--- config.mk ---
export PLATFORM = sky130hd
export DESIGN_NAME = sorted_priority_queue_flat
export DESIGN_NICKNAME = d
export VERILOG_FILES = /design/src/sv/spq_pkg.sv /design/src/sv/spq_in_if.sv /design/src/sv/spq_out_if.sv /design/src/sv/spq_ram.sv /design/src/sv/sorted_priority_queue.sv /design/src/flat_wrapper.sv
export SDC_FILE = /design/constraint.sdc
export NUM_CORES = 1
export LEC_CHECK = 0
export ABC_AREA = 0
export BUFFER_PORTS_ARGS = -buffer_cell sky130_fd_sc_hd__buf_2
export CORE_MARGIN = 2
export CORE_UTILIZATION = 32
export CTS_CLUSTER_DIAMETER = 50
export DETAILED_ROUTE_END_ITERATION = 16
export HOLD_SLACK_MARGIN = 0.15
export PLACE_DENSITY = 0.46
export SLEW_MARGIN = 20
export SYNTH_ARGS = -nofsm -noshare
export SYNTH_HDL_FRONTEND = slang
export SYNTH_SLANG_ARGS = --single-unit
--- constraint.sdc ---
create_clock -name clk -period 15.24 [get_ports clk]
set_input_delay 2.286 -clock clk [delete_from_list [all_inputs] [get_ports clk]]
set_output_delay 2.286 -clock clk [all_outputs]
set_load 0.03 [all_outputs]
--- src/sv/spq_pkg.sv ---
// shared types, codes and defaults for the sorted priority queue
`default_nettype none
package spq_pkg;

	localparam int SPQ_DEPTH = 8;
	localparam int DATA_W    = 32;

	localparam logic ACT_ENQ = 1'b0;
	localparam logic ACT_DEQ = 1'b1;

	typedef enum logic [1:0] {
		STATUS_DONE  = 2'd0,
		STATUS_FULL  = 2'd1,
		STATUS_EMPTY = 2'd2
	} status_t;

	typedef struct packed {
		logic signed [DATA_W-1:0] value;
		logic signed [DATA_W-1:0] prio;
	} entry_t;

	typedef enum logic [2:0] {
		ST_IDLE,
		ST_ENQ_RD,
		ST_ENQ_CMP,
		ST_ENQ_HEAD,
		ST_DEQ_RD,
		ST_DEQ_WR,
		ST_DONE
	} state_t;

endpackage
`default_nettype wire

--- src/sv/spq_in_if.sv ---
// request channel: operation word with value and priority
`default_nettype none
interface spq_in_if;
	import spq_pkg::*;

	logic                     valid;
	logic                     ready;
	logic                     action;
	logic signed [DATA_W-1:0] item_value;
	logic signed [DATA_W-1:0] item_priority;

	modport source (output valid, action, item_value, item_priority, input ready);
	modport sink   (input valid, action, item_value, item_priority, output ready);
endinterface
`default_nettype wire

--- src/sv/spq_out_if.sv ---
// result channel: status, removed entry, head peek and count
`default_nettype none
interface spq_out_if;
	import spq_pkg::*;

	logic                     valid;
	logic                     ready;
	logic [1:0]               status;
	logic signed [DATA_W-1:0] removed_value;
	logic signed [DATA_W-1:0] removed_priority;
	logic                     head_valid;
	logic signed [DATA_W-1:0] head_value;
	logic signed [DATA_W-1:0] head_priority;
	logic [3:0]               entry_count;

	modport source (output valid, status, removed_value, removed_priority, head_valid,
		head_value, head_priority, entry_count, input ready);
	modport sink   (input valid, status, removed_value, removed_priority, head_valid,
		head_value, head_priority, entry_count, output ready);
endinterface
`default_nettype wire

--- src/sv/spq_ram.sv ---
// generic single-write, single-read ram with registered read data
`default_nettype none
module spq_ram #(
	parameter int WIDTH = 64,
	parameter int DEPTH = 8
) (
	input  wire logic                     clk,
	input  wire logic                     we,
	input  wire logic [$clog2(DEPTH)-1:0] waddr,
	input  wire logic [WIDTH-1:0]         wdata,
	input  wire logic                     re,
	input  wire logic [$clog2(DEPTH)-1:0] raddr,
	output logic      [WIDTH-1:0]         rdata
);
	logic [WIDTH-1:0] mem_q [DEPTH];

	always_ff @(posedge clk) begin
		if (we) begin
			mem_q[waddr] <= wdata;
		end
		if (re) begin
			rdata <= mem_q[raddr];
		end
	end
endmodule
`default_nettype wire

--- src/sv/sorted_priority_queue.sv ---
// sorted priority queue top level: sequencer around the entry ram
//
// req carries one operation word: action 0 enqueues (item_value, item_priority),
// action 1 dequeues the head. rsp returns one word per operation with a status
// (done, full, empty), the removed entry on a dequeue, the head entry and the
// count after the operation.
// entries live in one ram kept in ascending priority order; equal priorities
// keep arrival order. a register mirrors the head entry.
// an enqueue walks from the tail toward the head; for each entry compared it
// reads the ram, then compares and writes back: the entry moves up one slot,
// or the new entry lands behind it. an enqueue into an empty queue is written
// straight from idle; a new entry that passes every entry becomes the head in
// a final write of slot 0. a dequeue moves every remaining entry down one slot,
// reading each and writing it back. rejects and single-entry dequeues need no walk.
// req is taken only while the sequencer is idle; a finished word waits in the
// rsp register, and while rsp stalls the next request is still taken and
// worked, then held until the register frees.
// reset clears the state, the count and the response valid flag; ram contents need none.
`default_nettype none
module sorted_priority_queue #(
	parameter int DEPTH = spq_pkg::SPQ_DEPTH
) (
	input wire logic clk,
	input wire logic arst_n,
	spq_in_if.sink   req,
	spq_out_if.source rsp
);
	import spq_pkg::*;

	localparam int AW = $clog2(DEPTH);
	localparam int CW = $clog2(DEPTH + 1);

	state_t         state_q, state_d;
	logic [AW-1:0]  idx_q;
	logic [CW-1:0]  count_q;
	entry_t         new_q, head_q, rem_q;
	status_t        status_q;
	logic           out_valid_q;

	logic           ram_we, ram_re;
	logic [AW-1:0]  ram_waddr, ram_raddr;
	entry_t         ram_wdata, ram_rdata;

	logic           accept, out_free, less, deq_last, is_full, is_empty;
	entry_t         req_entry;

	spq_ram #(.WIDTH($bits(entry_t)), .DEPTH(DEPTH)) u_ram (
		.clk   (clk),
		.we    (ram_we),
		.waddr (ram_waddr),
		.wdata (ram_wdata),
		.re    (ram_re),
		.raddr (ram_raddr),
		.rdata (ram_rdata)
	);

	assign req.ready = (state_q == ST_IDLE);
	assign accept    = req.valid && req.ready;
	assign out_free  = !out_valid_q || rsp.ready;
	assign req_entry = '{value: req.item_value, prio: req.item_priority};
	assign less      = new_q.prio < ram_rdata.prio;
	assign deq_last  = CW'(idx_q) == count_q - CW'(1);
	assign is_full   = count_q >= CW'(DEPTH);
	assign is_empty  = count_q == '0;

	always_comb begin
		state_d = state_q;
		unique case (state_q)
			ST_IDLE: begin
				if (accept) begin
					if (req.action == ACT_ENQ) begin
						state_d = (is_full || is_empty) ? ST_DONE : ST_ENQ_RD;
					end else begin
						state_d = (count_q <= CW'(1)) ? ST_DONE : ST_DEQ_RD;
					end
				end
			end
			ST_ENQ_RD: state_d = ST_ENQ_CMP;
			ST_ENQ_CMP: begin
				if (less) begin
					state_d = (idx_q == '0) ? ST_ENQ_HEAD : ST_ENQ_RD;
				end else begin
					state_d = ST_DONE;
				end
			end
			ST_ENQ_HEAD: state_d = ST_DONE;
			ST_DEQ_RD: state_d = ST_DEQ_WR;
			ST_DEQ_WR: state_d = deq_last ? ST_DONE : ST_DEQ_RD;
			ST_DONE: begin
				if (out_free) begin
					state_d = ST_IDLE;
				end
			end
			default: state_d = ST_IDLE;
		endcase
	end

	always_comb begin
		ram_we    = 1'b0;
		ram_waddr = '0;
		ram_wdata = new_q;
		ram_re    = 1'b0;
		ram_raddr = idx_q;
		unique case (state_q)
			ST_IDLE: begin
				if (accept && req.action == ACT_ENQ && is_empty) begin
					ram_we    = 1'b1;
					ram_wdata = req_entry;
				end
			end
			ST_ENQ_RD, ST_DEQ_RD: ram_re = 1'b1;
			ST_ENQ_CMP: begin
				ram_we    = 1'b1;
				ram_waddr = idx_q + AW'(1);
				ram_wdata = less ? ram_rdata : new_q;
			end
			ST_ENQ_HEAD: ram_we = 1'b1;
			ST_DEQ_WR: begin
				ram_we    = 1'b1;
				ram_waddr = idx_q - AW'(1);
				ram_wdata = ram_rdata;
			end
			default: ram_we = 1'b0;
		endcase
	end

	always_ff @(posedge clk or negedge arst_n) begin
		if (!arst_n) begin
			state_q     <= ST_IDLE;
			count_q     <= '0;
			out_valid_q <= 1'b0;
		end else begin
			state_q <= state_d;
			case (state_q)
				ST_IDLE: begin
					if (accept) begin
						if (req.action == ACT_ENQ) begin
							if (!is_full && is_empty) begin
								count_q <= CW'(1);
							end
						end else if (count_q == CW'(1)) begin
							count_q <= '0;
						end
					end
				end
				ST_ENQ_CMP: begin
					if (!less) begin
						count_q <= count_q + CW'(1);
					end
				end
				ST_ENQ_HEAD: count_q <= count_q + CW'(1);
				ST_DEQ_WR: begin
					if (deq_last) begin
						count_q <= count_q - CW'(1);
					end
				end
				default: count_q <= count_q;
			endcase
			if (state_q == ST_DONE && out_free) begin
				out_valid_q <= 1'b1;
			end else if (rsp.ready) begin
				out_valid_q <= 1'b0;
			end
		end
	end

	always_ff @(posedge clk) begin
		case (state_q)
			ST_IDLE: begin
				if (accept) begin
					new_q    <= req_entry;
					rem_q    <= '0;
					status_q <= STATUS_DONE;
					if (req.action == ACT_ENQ) begin
						if (is_full) begin
							status_q <= STATUS_FULL;
						end else if (is_empty) begin
							head_q <= req_entry;
						end else begin
							idx_q <= AW'(count_q - CW'(1));
						end
					end else begin
						if (is_empty) begin
							status_q <= STATUS_EMPTY;
						end else begin
							rem_q <= head_q;
							idx_q <= AW'(1);
						end
					end
				end
			end
			ST_ENQ_CMP: begin
				if (less && idx_q != '0) begin
					idx_q <= idx_q - AW'(1);
				end
			end
			ST_ENQ_HEAD: head_q <= new_q;
			ST_DEQ_WR: begin
				if (idx_q == AW'(1)) begin
					head_q <= ram_rdata;
				end
				if (!deq_last) begin
					idx_q <= idx_q + AW'(1);
				end
			end
			ST_DONE: begin
				if (out_free) begin
					rsp.status           <= status_q;
					rsp.removed_value    <= rem_q.value;
					rsp.removed_priority <= rem_q.prio;
					rsp.head_valid       <= !is_empty;
					rsp.head_value       <= is_empty ? '0 : head_q.value;
					rsp.head_priority    <= is_empty ? '0 : head_q.prio;
					rsp.entry_count      <= 4'(count_q);
				end
			end
			default: idx_q <= idx_q;
		endcase
	end

	assign rsp.valid = out_valid_q;
endmodule
`default_nettype wire

--- src/flat_wrapper.sv ---
// flat-port wrapper written by rule: the top's interface ports become plain ports
module sorted_priority_queue_flat import spq_pkg::*;
#(
	parameter int DEPTH = spq_pkg::SPQ_DEPTH
)
  (clk, arst_n, req_valid, req_action, req_item_value, req_item_priority, req_ready, rsp_valid, rsp_status, rsp_removed_value, rsp_removed_priority, rsp_head_valid, rsp_head_value, rsp_head_priority, rsp_entry_count, rsp_ready);
  spq_in_if req_i ();
  spq_out_if rsp_i ();
  input wire logic clk;
  input wire logic arst_n;
  input wire logic [$bits(req_i.valid)-1:0] req_valid;
  input wire logic [$bits(req_i.action)-1:0] req_action;
  input wire logic [$bits(req_i.item_value)-1:0] req_item_value;
  input wire logic [$bits(req_i.item_priority)-1:0] req_item_priority;
  output wire logic [$bits(req_i.ready)-1:0] req_ready;
  output wire logic [$bits(rsp_i.valid)-1:0] rsp_valid;
  output wire logic [$bits(rsp_i.status)-1:0] rsp_status;
  output wire logic [$bits(rsp_i.removed_value)-1:0] rsp_removed_value;
  output wire logic [$bits(rsp_i.removed_priority)-1:0] rsp_removed_priority;
  output wire logic [$bits(rsp_i.head_valid)-1:0] rsp_head_valid;
  output wire logic [$bits(rsp_i.head_value)-1:0] rsp_head_value;
  output wire logic [$bits(rsp_i.head_priority)-1:0] rsp_head_priority;
  output wire logic [$bits(rsp_i.entry_count)-1:0] rsp_entry_count;
  input wire logic [$bits(rsp_i.ready)-1:0] rsp_ready;
  assign req_i.valid = req_valid;
  assign req_i.action = req_action;
  assign req_i.item_value = req_item_value;
  assign req_i.item_priority = req_item_priority;
  assign req_ready = req_i.ready;
  assign rsp_valid = rsp_i.valid;
  assign rsp_status = rsp_i.status;
  assign rsp_removed_value = rsp_i.removed_value;
  assign rsp_removed_priority = rsp_i.removed_priority;
  assign rsp_head_valid = rsp_i.head_valid;
  assign rsp_head_value = rsp_i.head_value;
  assign rsp_head_priority = rsp_i.head_priority;
  assign rsp_entry_count = rsp_i.entry_count;
  assign rsp_i.ready = rsp_ready;
  sorted_priority_queue #(.DEPTH(DEPTH)) u_core (.clk(clk), .arst_n(arst_n), .req(req_i), .rsp(rsp_i));
endmodule
==> impl_metrics.csv, run 1 <==
group,metric,value,unit
worst_setup_path,cpMostUsedCell,"buf_4",
worst_setup_path,worst-r2r-cell-count,8,
pwr,power,9.776,mW
synth,synth_warnings,0,
floorplan,placementRows,123,
route,wl,97200,um
route,antenna_left,0,
clocking,cts_setup_buffers,0,
synth,synth.ff_latch_count,916,
clocking,clock_path_buffers,3,
placement,routabilityCongestion,0.7891,
pwr,leakage,14.63,nW
route,first_iter_violations,1495,
clocking,numCtsBuffers,103,
synth,ys.flop_type,"edfxtp_1",
global_routing,grt_pass1_vias,20058,
finish,syn2layout_area_growth,17.33,%
global_routing,grtUsageMet2,0.2628,
timing,max-slew-margin-rel,0.2801,
clocking,cts.clk_slew.worst_paths,0.06,ns
floorplan,core,113000,um2
route,drc,0,
synth,syn_inst,1994,
global_routing,grt_pass1_wl,140500,um
floorplan,ios,206,
timing,min_period_over_period,0.3697,
worst_setup_path,cp.required,15.55,ns
clocking,clock_latency,0.68,ns
clocking,cts.sinks,916,
worst_setup_path,endpoint_kind,"flip-flop",
timing,period_minus_slack,5.634,ns
global_routing,overflow,0,
pwr,max-vdd-ir-drop,148.4,uV
pwr,p_per_area,227.9,nW/um2
clocking,cts-resized-gates,0,
timing,fin_worst_skew,0.02614,ns
placement,numPortBuffers,205,
placement,placed_cell_area,39420,um2
synth,yosysTopAreaCell,"edfxtp_1",
clocking,cts_tree,"built",
clocking,htree_levels,3,
global_routing,antenna_found_initial,21,
global_routing,grt_busiest_layer,"met2",
route,dr.pass1.iters,7,
timing,hold_viol,0,
synth,synth_top_cells_by_count,"908 x edfxtp_1, 128 x mux4_2, 111 x nand2_1, 90 x clkbuf_1, 67 x and3_1",
placement,dpl.hpwl,56040,um
min_path,hold_path_depth,0,
worst_setup_path,r2r_slack,10.12,ns
synth,synth_top_area_share,0.7459,
floorplan,start_util,0.3236,
worst_setup_path,max_stage_delay,0.77,ns
worst_setup_path,path_cells,"buf_2 > buf_4 > nor3_2 > buf_4 > o21ai_0 > nor3_2 > buf_4 > buf_4",
min_path,hp-class,"reg -> reg",
synth,synth_compound_area_frac,0.06302,
worst_setup_path,worstSetupPathDepth,8,
timing,tightest_slew,1.080,ns
route,vias,19585,
timing,tns,0,ns
worst_setup_path,cp_top_family,"buffers and inverters",
job,cap_violations,0,
global_routing,grt_max_degree,117,
worst_setup_path,path_max_fanout,75,
status,status,"finished, final reports clean",
synth,synth_edf_count,908,
timing,drv_slew,0,
synth,synth_area_leaders,"edfxtp_1 75%, mux4_2 7.9%, mux2_2 2.0%, a221o_1 1.4%, ha_1 1.3%",
worst_setup_path,slowest_stage,"nor3_2",
synth,muxShareOfSynthArea,0.09947,
synth,synth_top_family_by_area,"multiplexers",
synth,syn_area_per_cell,18.33,um2
worst_setup_path,cp.arrival,5.94,ns
route,routedWlPerCell,25.44,um
min_path,hp-start,"u_core.rem_q[23]",
synth,async_flop_share,0.008734,
worst_setup_path,crit_path_start_kind,"input port",
synth,syn_nets,2101,
timing,fmax,177.5,MHz
global_routing,grt.met1_usage,0.2260,
synth,synth.distinct_cells,60,
global_routing,grt_usage,0.1644,
clocking,root_buffer,"clkbuf_16",
synth,synth_simple_gate_area_share,0.05381,
synth,yosysMostFrequentCell,"edfxtp_1",
route,viasPerCell,5.126,
timing,rsz0062_at_grt,"no",
worst_setup_path,worstSetupStartpoint,"req_action",
worst_setup_path,worst-path-buf-inv,5,
clocking,hold_buffers,0,
worst_setup_path,r2r-start,"u_core.state_q[1]",
synth,synth-xor-area-share,0.001403,
global_routing,met3_usage,0.03512,
synth,synth_fa_ha_area_frac,0.01301,
floorplan,die_height,342.0,um
timing,setup_violations,0,
floorplan,fp.dieArea,116900,um2
finish,fin_area,42890,um2
finish,nets,2336,
finish,drive_gt1_frac,0.2774,
synth,seq_area_frac_synth,0.7514,
synth,netlist_area,36550,um2
worst_setup_path,path_class,"in -> reg",
floorplan,die_w,342.0,um
==> report_power, final <==
group          leakage, nW  internal, mW  total (mW)  switching, mW
clock                 1.63          1.43        2.48           1.05
combinational         4.57          1.01        3.05           2.04
sequential            8.43          3.99        4.25          0.254
==> layout by cell type, fill, tap and decap left out, types with 8 or more instances in the layout <==
master | synthesis | layout
a221o_1 | 50 | 50
a22oi_1 | 54 | 54
and3_1 | 67 | 66
clkinvlp_4 | 0 | 14
nor2_1 | 52 | 48
nand3_1 | 14 | 14
ha_1 | 38 | 38
o22ai_1 | 12 | 12
dfrtp_1 | 8 | 8
clkinv_1 | 0 | 14
o22a_1 | 9 | 9
a22o_1 | 26 | 26
bufinv_16 | 0 | 10
inv_6 | 0 | 9
nand2_1 | 111 | 110
and2_1 | 65 | 65
clkinv_4 | 0 | 9
a21o_1 | 27 | 27
o21ai_0 | 21 | 21
o211ai_1 | 22 | 22
a21oi_1 | 44 | 43
inv_1 | 39 | 38
buf_4 | 3 | 45
clkbuf_16 | 0 | 103
mux2_2 | 66 | 66
nand4_1 | 25 | 25
mux4_2 | 128 | 128
nand2b_1 | 15 | 15
clkinv_2 | 0 | 16
buf_2 | 15 | 205
o221ai_1 | 11 | 11
clkbuf_1 | 90 | 14
edfxtp_1 | 908 | 908
==> metrics by stage <==
stage               std cells  setup WS [ns]  utilization  hold WS [ns]
floorplan                1994          2.228            -        0.4003
global placement         3622          8.864       0.3490        0.4042
detailed placement       3622          8.848       0.3490        0.4045
CTS                      3816          9.596       0.3791        0.4179
global route             3818          9.520       0.3796        0.4191
finish                   3821          9.606       0.3797        0.4156
==> cell families after synthesis <==
| kind of cell | count (synthesis) |
|---|---|
| adder cells (fa/ha/maj) | 38 |
| AO/OA/AOI/OAI | 301 |
| AND/OR/NAND/NOR | 377 |
| flip-flops | 916 |
| buffers and inverters | 162 |
| multiplexers | 195 |
| XOR/XNOR | 5 |
==> sequential cells by signal, summed over array words and instances, names as in the netlist, 2 cells and up <==
signal	cells
u_core.count_q	4
u_core.head_q	64
u_core.idx_q	3
u_core.new_q	64
u_core.rem_q	64
u_core.rsp.entry_count	4
u_core.rsp.head_priority	32
u_core.rsp.head_value	32
u_core.rsp.removed_priority	32
u_core.rsp.removed_value	32
u_core.rsp.status	2
u_core.state_q	3
u_core.status_q	2
u_core.u_ram.mem_q	512
u_core.u_ram.rdata	64
==> final timing paths <==
path	to
worst max-delay path	u_core.u_ram.mem_q[0][24]
worst min-delay path	u_core.rsp.removed_priority[23]
worst max register to register	u_core.u_ram.mem_q[7][13]
worst min register to register	u_core.rsp.removed_priority[23]
max in group asynchronous	u_core.state_q[0]
min in group asynchronous	u_core.count_q[1]
==> routing by layer <==
metal  vias up  wire length [um]
li1       8589                 -
met1     10149             42390
met2       655             45720
met3       174              6651
met4        18              2330
met5         -               105
==> area by class of cell <==
| class | instances | area, um2 |
|---|---|---|
| repair buffers | 253 | 1439 |
| clock inverters | 77 | 773.2 |
| fillers | 10378 | 70070 |
| diodes | 3 | 7.507 |
| clock buffers | 117 | 2630 |
| flip-flops and latches | 916 | 27470 |
| inverters | 39 | 151.4 |
| multi-input cells | 916 | 8543 |
| well taps | 1500 | 1877 |
(Power assumes the default switching activity.)
==> run 2, diff against run 1 <==
Clock period 15.24 ns to 5.5 ns, I/O delays scaled along.
==> run 2 against run 1 <==
- via count up 0.92%
- worst setup slack got worse by 7.9 ns
- critical path depth did not move
- largest cell class unchanged
- final cell count stayed put
- combinational power rose to 2.8 times the previous value
- highest routed layer unchanged
- non-clock buffer count rose by 4
- clock power grew to 2.6 times the previous value
- critical path type is now reg -> reg
- register-to-register slack got worse by 8.4 ns
==> impl_metrics.csv, run 2 (same netlist as run 1, synthesis figures left out) <==
group,metric,value,unit
status,status,"finished, final reports clean",
worst_setup_path,worstSetupStartpoint,"u_core.state_q[2]",
clocking,clock_path_buffers,3,
floorplan,start_util,0.3236,
timing,setup_violations,0,
global_routing,grt_pass1_vias,20145,
timing,period_minus_slack,3.756,ns
timing,hold_viol,0,
route,first_iter_violations,1751,
job,cap_violations,0,
timing,max-slew-margin-rel,0.3170,
placement,dpl.hpwl,55510,um
finish,regArea,27470,um2
timing,fin_worst_skew,0.02065,ns
worst_setup_path,slowest_stage,"a211o_4",
route,antenna_left,0,
clocking,cts.clk_slew.worst_paths,0.06,ns
timing,tns,0,ns
route,viasPerCell,5.173,
timing,tightest_slew,1.025,ns
global_routing,grt_max_degree,131,
worst_setup_path,path_max_fanout,43,
placement,placed_cell_area,39620,um2
clocking,cts_tree,"built",
placement,dp_cells,3626,
timing,rsz0062_at_grt,"no",
pwr,power,26.85,mW
global_routing,grt_pass1_wl,141500,um
floorplan,ios,206,
pwr,p_per_area,626.2,nW/um2
clocking,clock_latency,0.67,ns
placement,numPortBuffers,205,
worst_setup_path,r2r-end,"u_core.u_ram.mem_q[0][13]",
timing,fmax,266.3,MHz
global_routing,antenna_found_initial,22,
route,dr.pass1.iters,5,
timing,holdWs,0.3730,ns
floorplan,placementRows,123,
worst_setup_path,endpoint_kind,"flip-flop",
worst_setup_path,worstSetupEndpoint,"u_core.u_ram.mem_q[0][13]",
finish,fin_util,0.3796,
clocking,cts.sinks,916,
global_routing,grt_usage,0.1660,
worst_setup_path,path_cells,"nor3_4 > nand2_1 > or3_1 > buf_4 > and2_1 > buf_4 > a211o_4 > a221o_1",
finish,top_register,"u_core.u_ram.mem_q",
placement,dp_worst_setup_slack,1.803,ns
timing,drv_slew,0,
finish,fin_area,42880,um2
finish,multi_input_area,8600,um2
worst_setup_path,r2r-start,"u_core.state_q[2]",
floorplan,die_height,342.0,um
min_path,hp-class,"in -> reg",
pwr,leakage,14.61,nW
clocking,cts-resized-gates,0,
floorplan,core,113000,um2
timing,min_period_over_period,0.6828,
clocking,htree_levels,3,
finish,nets,2338,
floorplan,die_w,342.0,um
worst_setup_path,worst-r2r-cell-count,8,
route,routedWlPerCell,25.71,um
finish,nFillCells,10421,
worst_setup_path,cp.arrival,4.11,ns
clocking,root_buffer,"clkbuf_16",
worst_setup_path,cp.required,5.86,ns
finish,drive_gt1_frac,0.2725,
route,vias,19765,
finish,fin_cells,3821,
finish,largest_register_ffs,512,
worst_setup_path,max_stage_delay,0.63,ns
route,drc,0,
clocking,numCtsBuffers,101,
worst_setup_path,cpMostUsedCell,"buf_4",
finish,layout_common_cells,"908 x edfxtp_1, 205 x buf_2, 128 x mux4_2",
finish,final_common_cell,"edfxtp_1",
global_routing,overflow,0,
worst_setup_path,crit_path_start_kind,"flip-flop",
worst_setup_path,r2r_slack,1.74,ns
finish,syn2layout_area_growth,17.32,%
timing,setup_ws,1.745,ns
pwr,max-vdd-ir-drop,482.3,uV
worst_setup_path,path_class,"reg -> reg",
floorplan,fp.dieArea,116900,um2
placement,routabilityCongestion,0.7626,
route,wl,98230,um
-- run 2: changes by cell type in the layout (fill, tap and decap cells not counted), sizes merged --
cell         delta
dlygate4sd3     +1
clkbuf          +2
clkinvlp        -2
inv             -3
diode           +2
bufinv          -4
buf             +3
clkinv          +1
-- run 2: layout make-up --
class	instances	area share
timing repair buffer	257	0.03647
sequential	916	0.6405
tap	1500	0.04376
clock buffer	119	0.06150
antenna	5	0.0002918
clock inverter	69	0.01342
multi-input combinational	916	0.2005
inverter	39	0.003530
-- run 2: worst min path at each step --
stage	startpoint	endpoint	cells past startpoint
CTS	req_item_priority[21]	u_core.new_q[21]	1
finish	req_item_priority[29]	u_core.new_q[29]	1
global route	req_item_priority[29]	u_core.new_q[29]	1
detailed placement	u_core.rem_q[25]	u_core.rsp.removed_priority[25]	0
global placement	u_core.rem_q[49]	u_core.rsp.removed_value[17]	0
floorplan	u_core.rem_q[0]	u_core.rsp.removed_priority[0]	0
-- run 2: critical path: cells and delay by family, from the launching register on --
family,cells,cell delay (ns)
flops,1,0.56
simple gates,4,1.18
buf+inv,2,0.50
compound gates,2,1.17
-- run 2: per-layer routing --
metal | GRT usage | share of wire | vias to the layer above
met2 | 0.2574 | 0.46 | 729
li1 | - | - | 8576
met1 | 0.2314 | 0.44 | 10270
met5 | 0 | 0.0012 | -
met4 | 0.05464 | 0.023 | 18
met3 | 0.03717 | 0.073 | 172
-- run 2: report_power, final --
part / switching (mW) / internal, mW / leakage [nW]
Combinational: 5.72 / 2.87 / 4.65
Sequential: 0.696 / 11.1 / 8.43
Clock: 2.78 / 3.73 / 1.54
Total: 9.20 / 17.7 / 14.6
-- run 2: repair_timing --
action                                 in CTS  in global routing
hold buffers                                1                  0
setup buffers                               0                  0
endpoints found under the hold margin       8                  0
==> run 3, diff against run 2 <==
Settings changed: PLACE_DENSITY 0.46 to 0.48.
Clock period 5.5 ns to 3.1 ns, I/O delays scaled along.
==> run 3 against run 2 <==
- the run now ends with setup timing left
- power grew 90%
- count of clock-buffer cells in the layout shrank 1
- clock power grew 87%
- worst hold slack lost 0.17 ns
- core utilization grew 2.1 points
- die area is the same
- largest power group unchanged
- combinational power grew 110%
- fmax grew 16%
- sequential share of layout area shrank 3.4 points
- routed wire length grew 1.8%
==> impl_metrics.csv, run 3 (same netlist as run 1, synthesis figures left out) <==
group,metric,value,unit
timing,fmax,309.3,MHz
placement,routabilityCongestion,0.7866,
worst_setup_path,r2r_slack,-0.13,ns
timing,holdWs,0.2045,ns
placement,dpl.hpwl,58470,um
finish,final_common_cell,"edfxtp_1",
route,first_iter_violations,1576,
clocking,clock_path_buffers,3,
route,viasPerCell,5.137,
timing,hold_viol,0,
finish,fin_util,0.4007,
timing,min_period_over_period,1.043,
timing,drv_slew,0,
finish,layout_common_cells,"908 x edfxtp_1, 205 x buf_2, 128 x mux4_2",
pwr,leakage,15.65,nW
route,dr.pass1.iters,5,
worst_setup_path,path_class,"reg -> reg",
timing,setup_ws,-0.1330,ns
global_routing,grt_max_degree,113,
timing,setup_violations,370,
route,drc,0,
floorplan,placementRows,123,
placement,numPortBuffers,205,
placement,placed_cell_area,40490,um2
pwr,max-vdd-ir-drop,673.7,uV
clocking,htree_levels,3,
job,cap_violations,0,
global_routing,overflow,0,
placement,dp_cells,3709,
floorplan,start_util,0.3236,
status,status,"finished, violations left",
route,vias,20514,
worst_setup_path,cp.required,3.47,ns
route,routedWlPerCell,25.03,um
timing,period_minus_slack,3.233,ns
floorplan,core,113000,um2
global_routing,antenna_found_initial,12,
floorplan,ios,206,
worst_setup_path,path_max_fanout,8,
worst_setup_path,cp.arrival,3.60,ns
clocking,clock_latency,0.66,ns
pwr,power,51.12,mW
clocking,numCtsBuffers,101,
global_routing,grt_pass1_vias,21124,
worst_setup_path,worst-r2r-cell-count,11,
timing,tightest_slew,0.8203,ns
worst_setup_path,endpoint_kind,"flip-flop",
floorplan,die_height,342.0,um
timing,fin_worst_skew,0.02595,ns
status,violations,"setup timing",
finish,drive_gt1_frac,0.3226,
global_routing,grt_usage,0.1699,
floorplan,die_w,342.0,um
timing,max-slew-margin-rel,0.4532,
worst_setup_path,crit_path_start_kind,"flip-flop",
pwr,p_per_area,1129,nW/um2
route,antenna_left,0,
finish,largest_register_ffs,512,
min_path,hp-class,"in -> async",
floorplan,fp.dieArea,116900,um2
route,wl,99960,um
finish,fin_cells,3993,
clocking,cts.sinks,916,
finish,fin_area,45260,um2
global_routing,grt_pass1_wl,146000,um
clocking,root_buffer,"clkbuf_16",
finish,top_register,"u_core.u_ram.mem_q",
finish,nets,2515,
finish,syn2layout_area_growth,23.83,%
timing,rsz0062_at_grt,"yes",
clocking,cts.clk_slew.worst_paths,0.06,ns
clocking,cts_tree,"built",
run 3: cell types whose count changed in the layout (fill, tap and decap cells not counted), sizes merged:
cell	change
bufinv	+7
diode	-1
clkinv	-8
clkbuf	-1
bufbuf	+1
clkinvlp	-2
dlygate4sd3	+65
buf	+111
run 3: stage by stage:
stage,worst slack [ns],TNS [ns]
global route,-0.1845,-51.93
global placement,-0.2537,-54.39
CTS,-0.2302,-56.85
finish,-0.1330,-32.47
detailed placement,-0.2780,-61.95
floorplan,-1.565,-656.61
run 3: what timing repair did:
item,4_1_cts,5_1_grt
hold endpoints to repair,80,0
gates resized for setup,52,18
setup endpoints to repair,559,570
pin swaps,57,21
cloned,4,0
setup buffers,23,3
hold buffers,66,0
run 3: layout make-up:
type / instances / area [um2]
repair buffers: 434 / 3470
fillers: 10204 / 67700
multi-input cells: 916 / 8886
flip-flops and latches: 916 / 27470
clock buffers: 118 / 2613
diodes: 4 / 10.01
inverters: 39 / 150.1
clock inverters: 66 / 789.5
well taps: 1500 / 1877
run 3: layer usage:
layer	up-vias	global-route usage	share of wire
met5	-	0	0.00056
met4	10	0.04724	0.022
met3	141	0.02785	0.061
met2	719	0.2715	0.47
met1	10700	0.2401	0.44
li1	8944	-	-
run 3: worst paths after layout:
| check | start | end |
|---|---|---|
| min in group clk | rsp_ready | u_core.rsp.valid |
| max in group asynchronous | arst_n | u_core.state_q[0] |
| setup / recovery | u_core.u_ram.rdata[2] | u_core.u_ram.mem_q[6][13] |
| hold reg to reg | u_core.rem_q[13] | u_core.rsp.removed_priority[13] |
| setup reg to reg | u_core.u_ram.rdata[2] | u_core.u_ram.mem_q[6][13] |
| hold / removal | arst_n | u_core.count_q[0] |
run 3: worst max-delay path, stage by stage, from the launching register on:
cell and delay, ns:
edfxtp_1 0.38, inv_2 0.10, ha_4 0.20, a211o_1 0.27, a31oi_2 0.19, o221ai_1 0.14
a211o_2 0.39, a21oi_4 0.18, xor2_2 0.10, a211o_4 0.41, buf_12 0.17, a221o_2 0.41
run 3: power by group:
| part | switching (mW) | internal [mW] |
|---|---|---|
| clock | 4.98 | 7.19 |
| combinational | 11.1 | 7.22 |
| sequential | 1.09 | 19.6 |
| total | 17.1 | 34.0 |
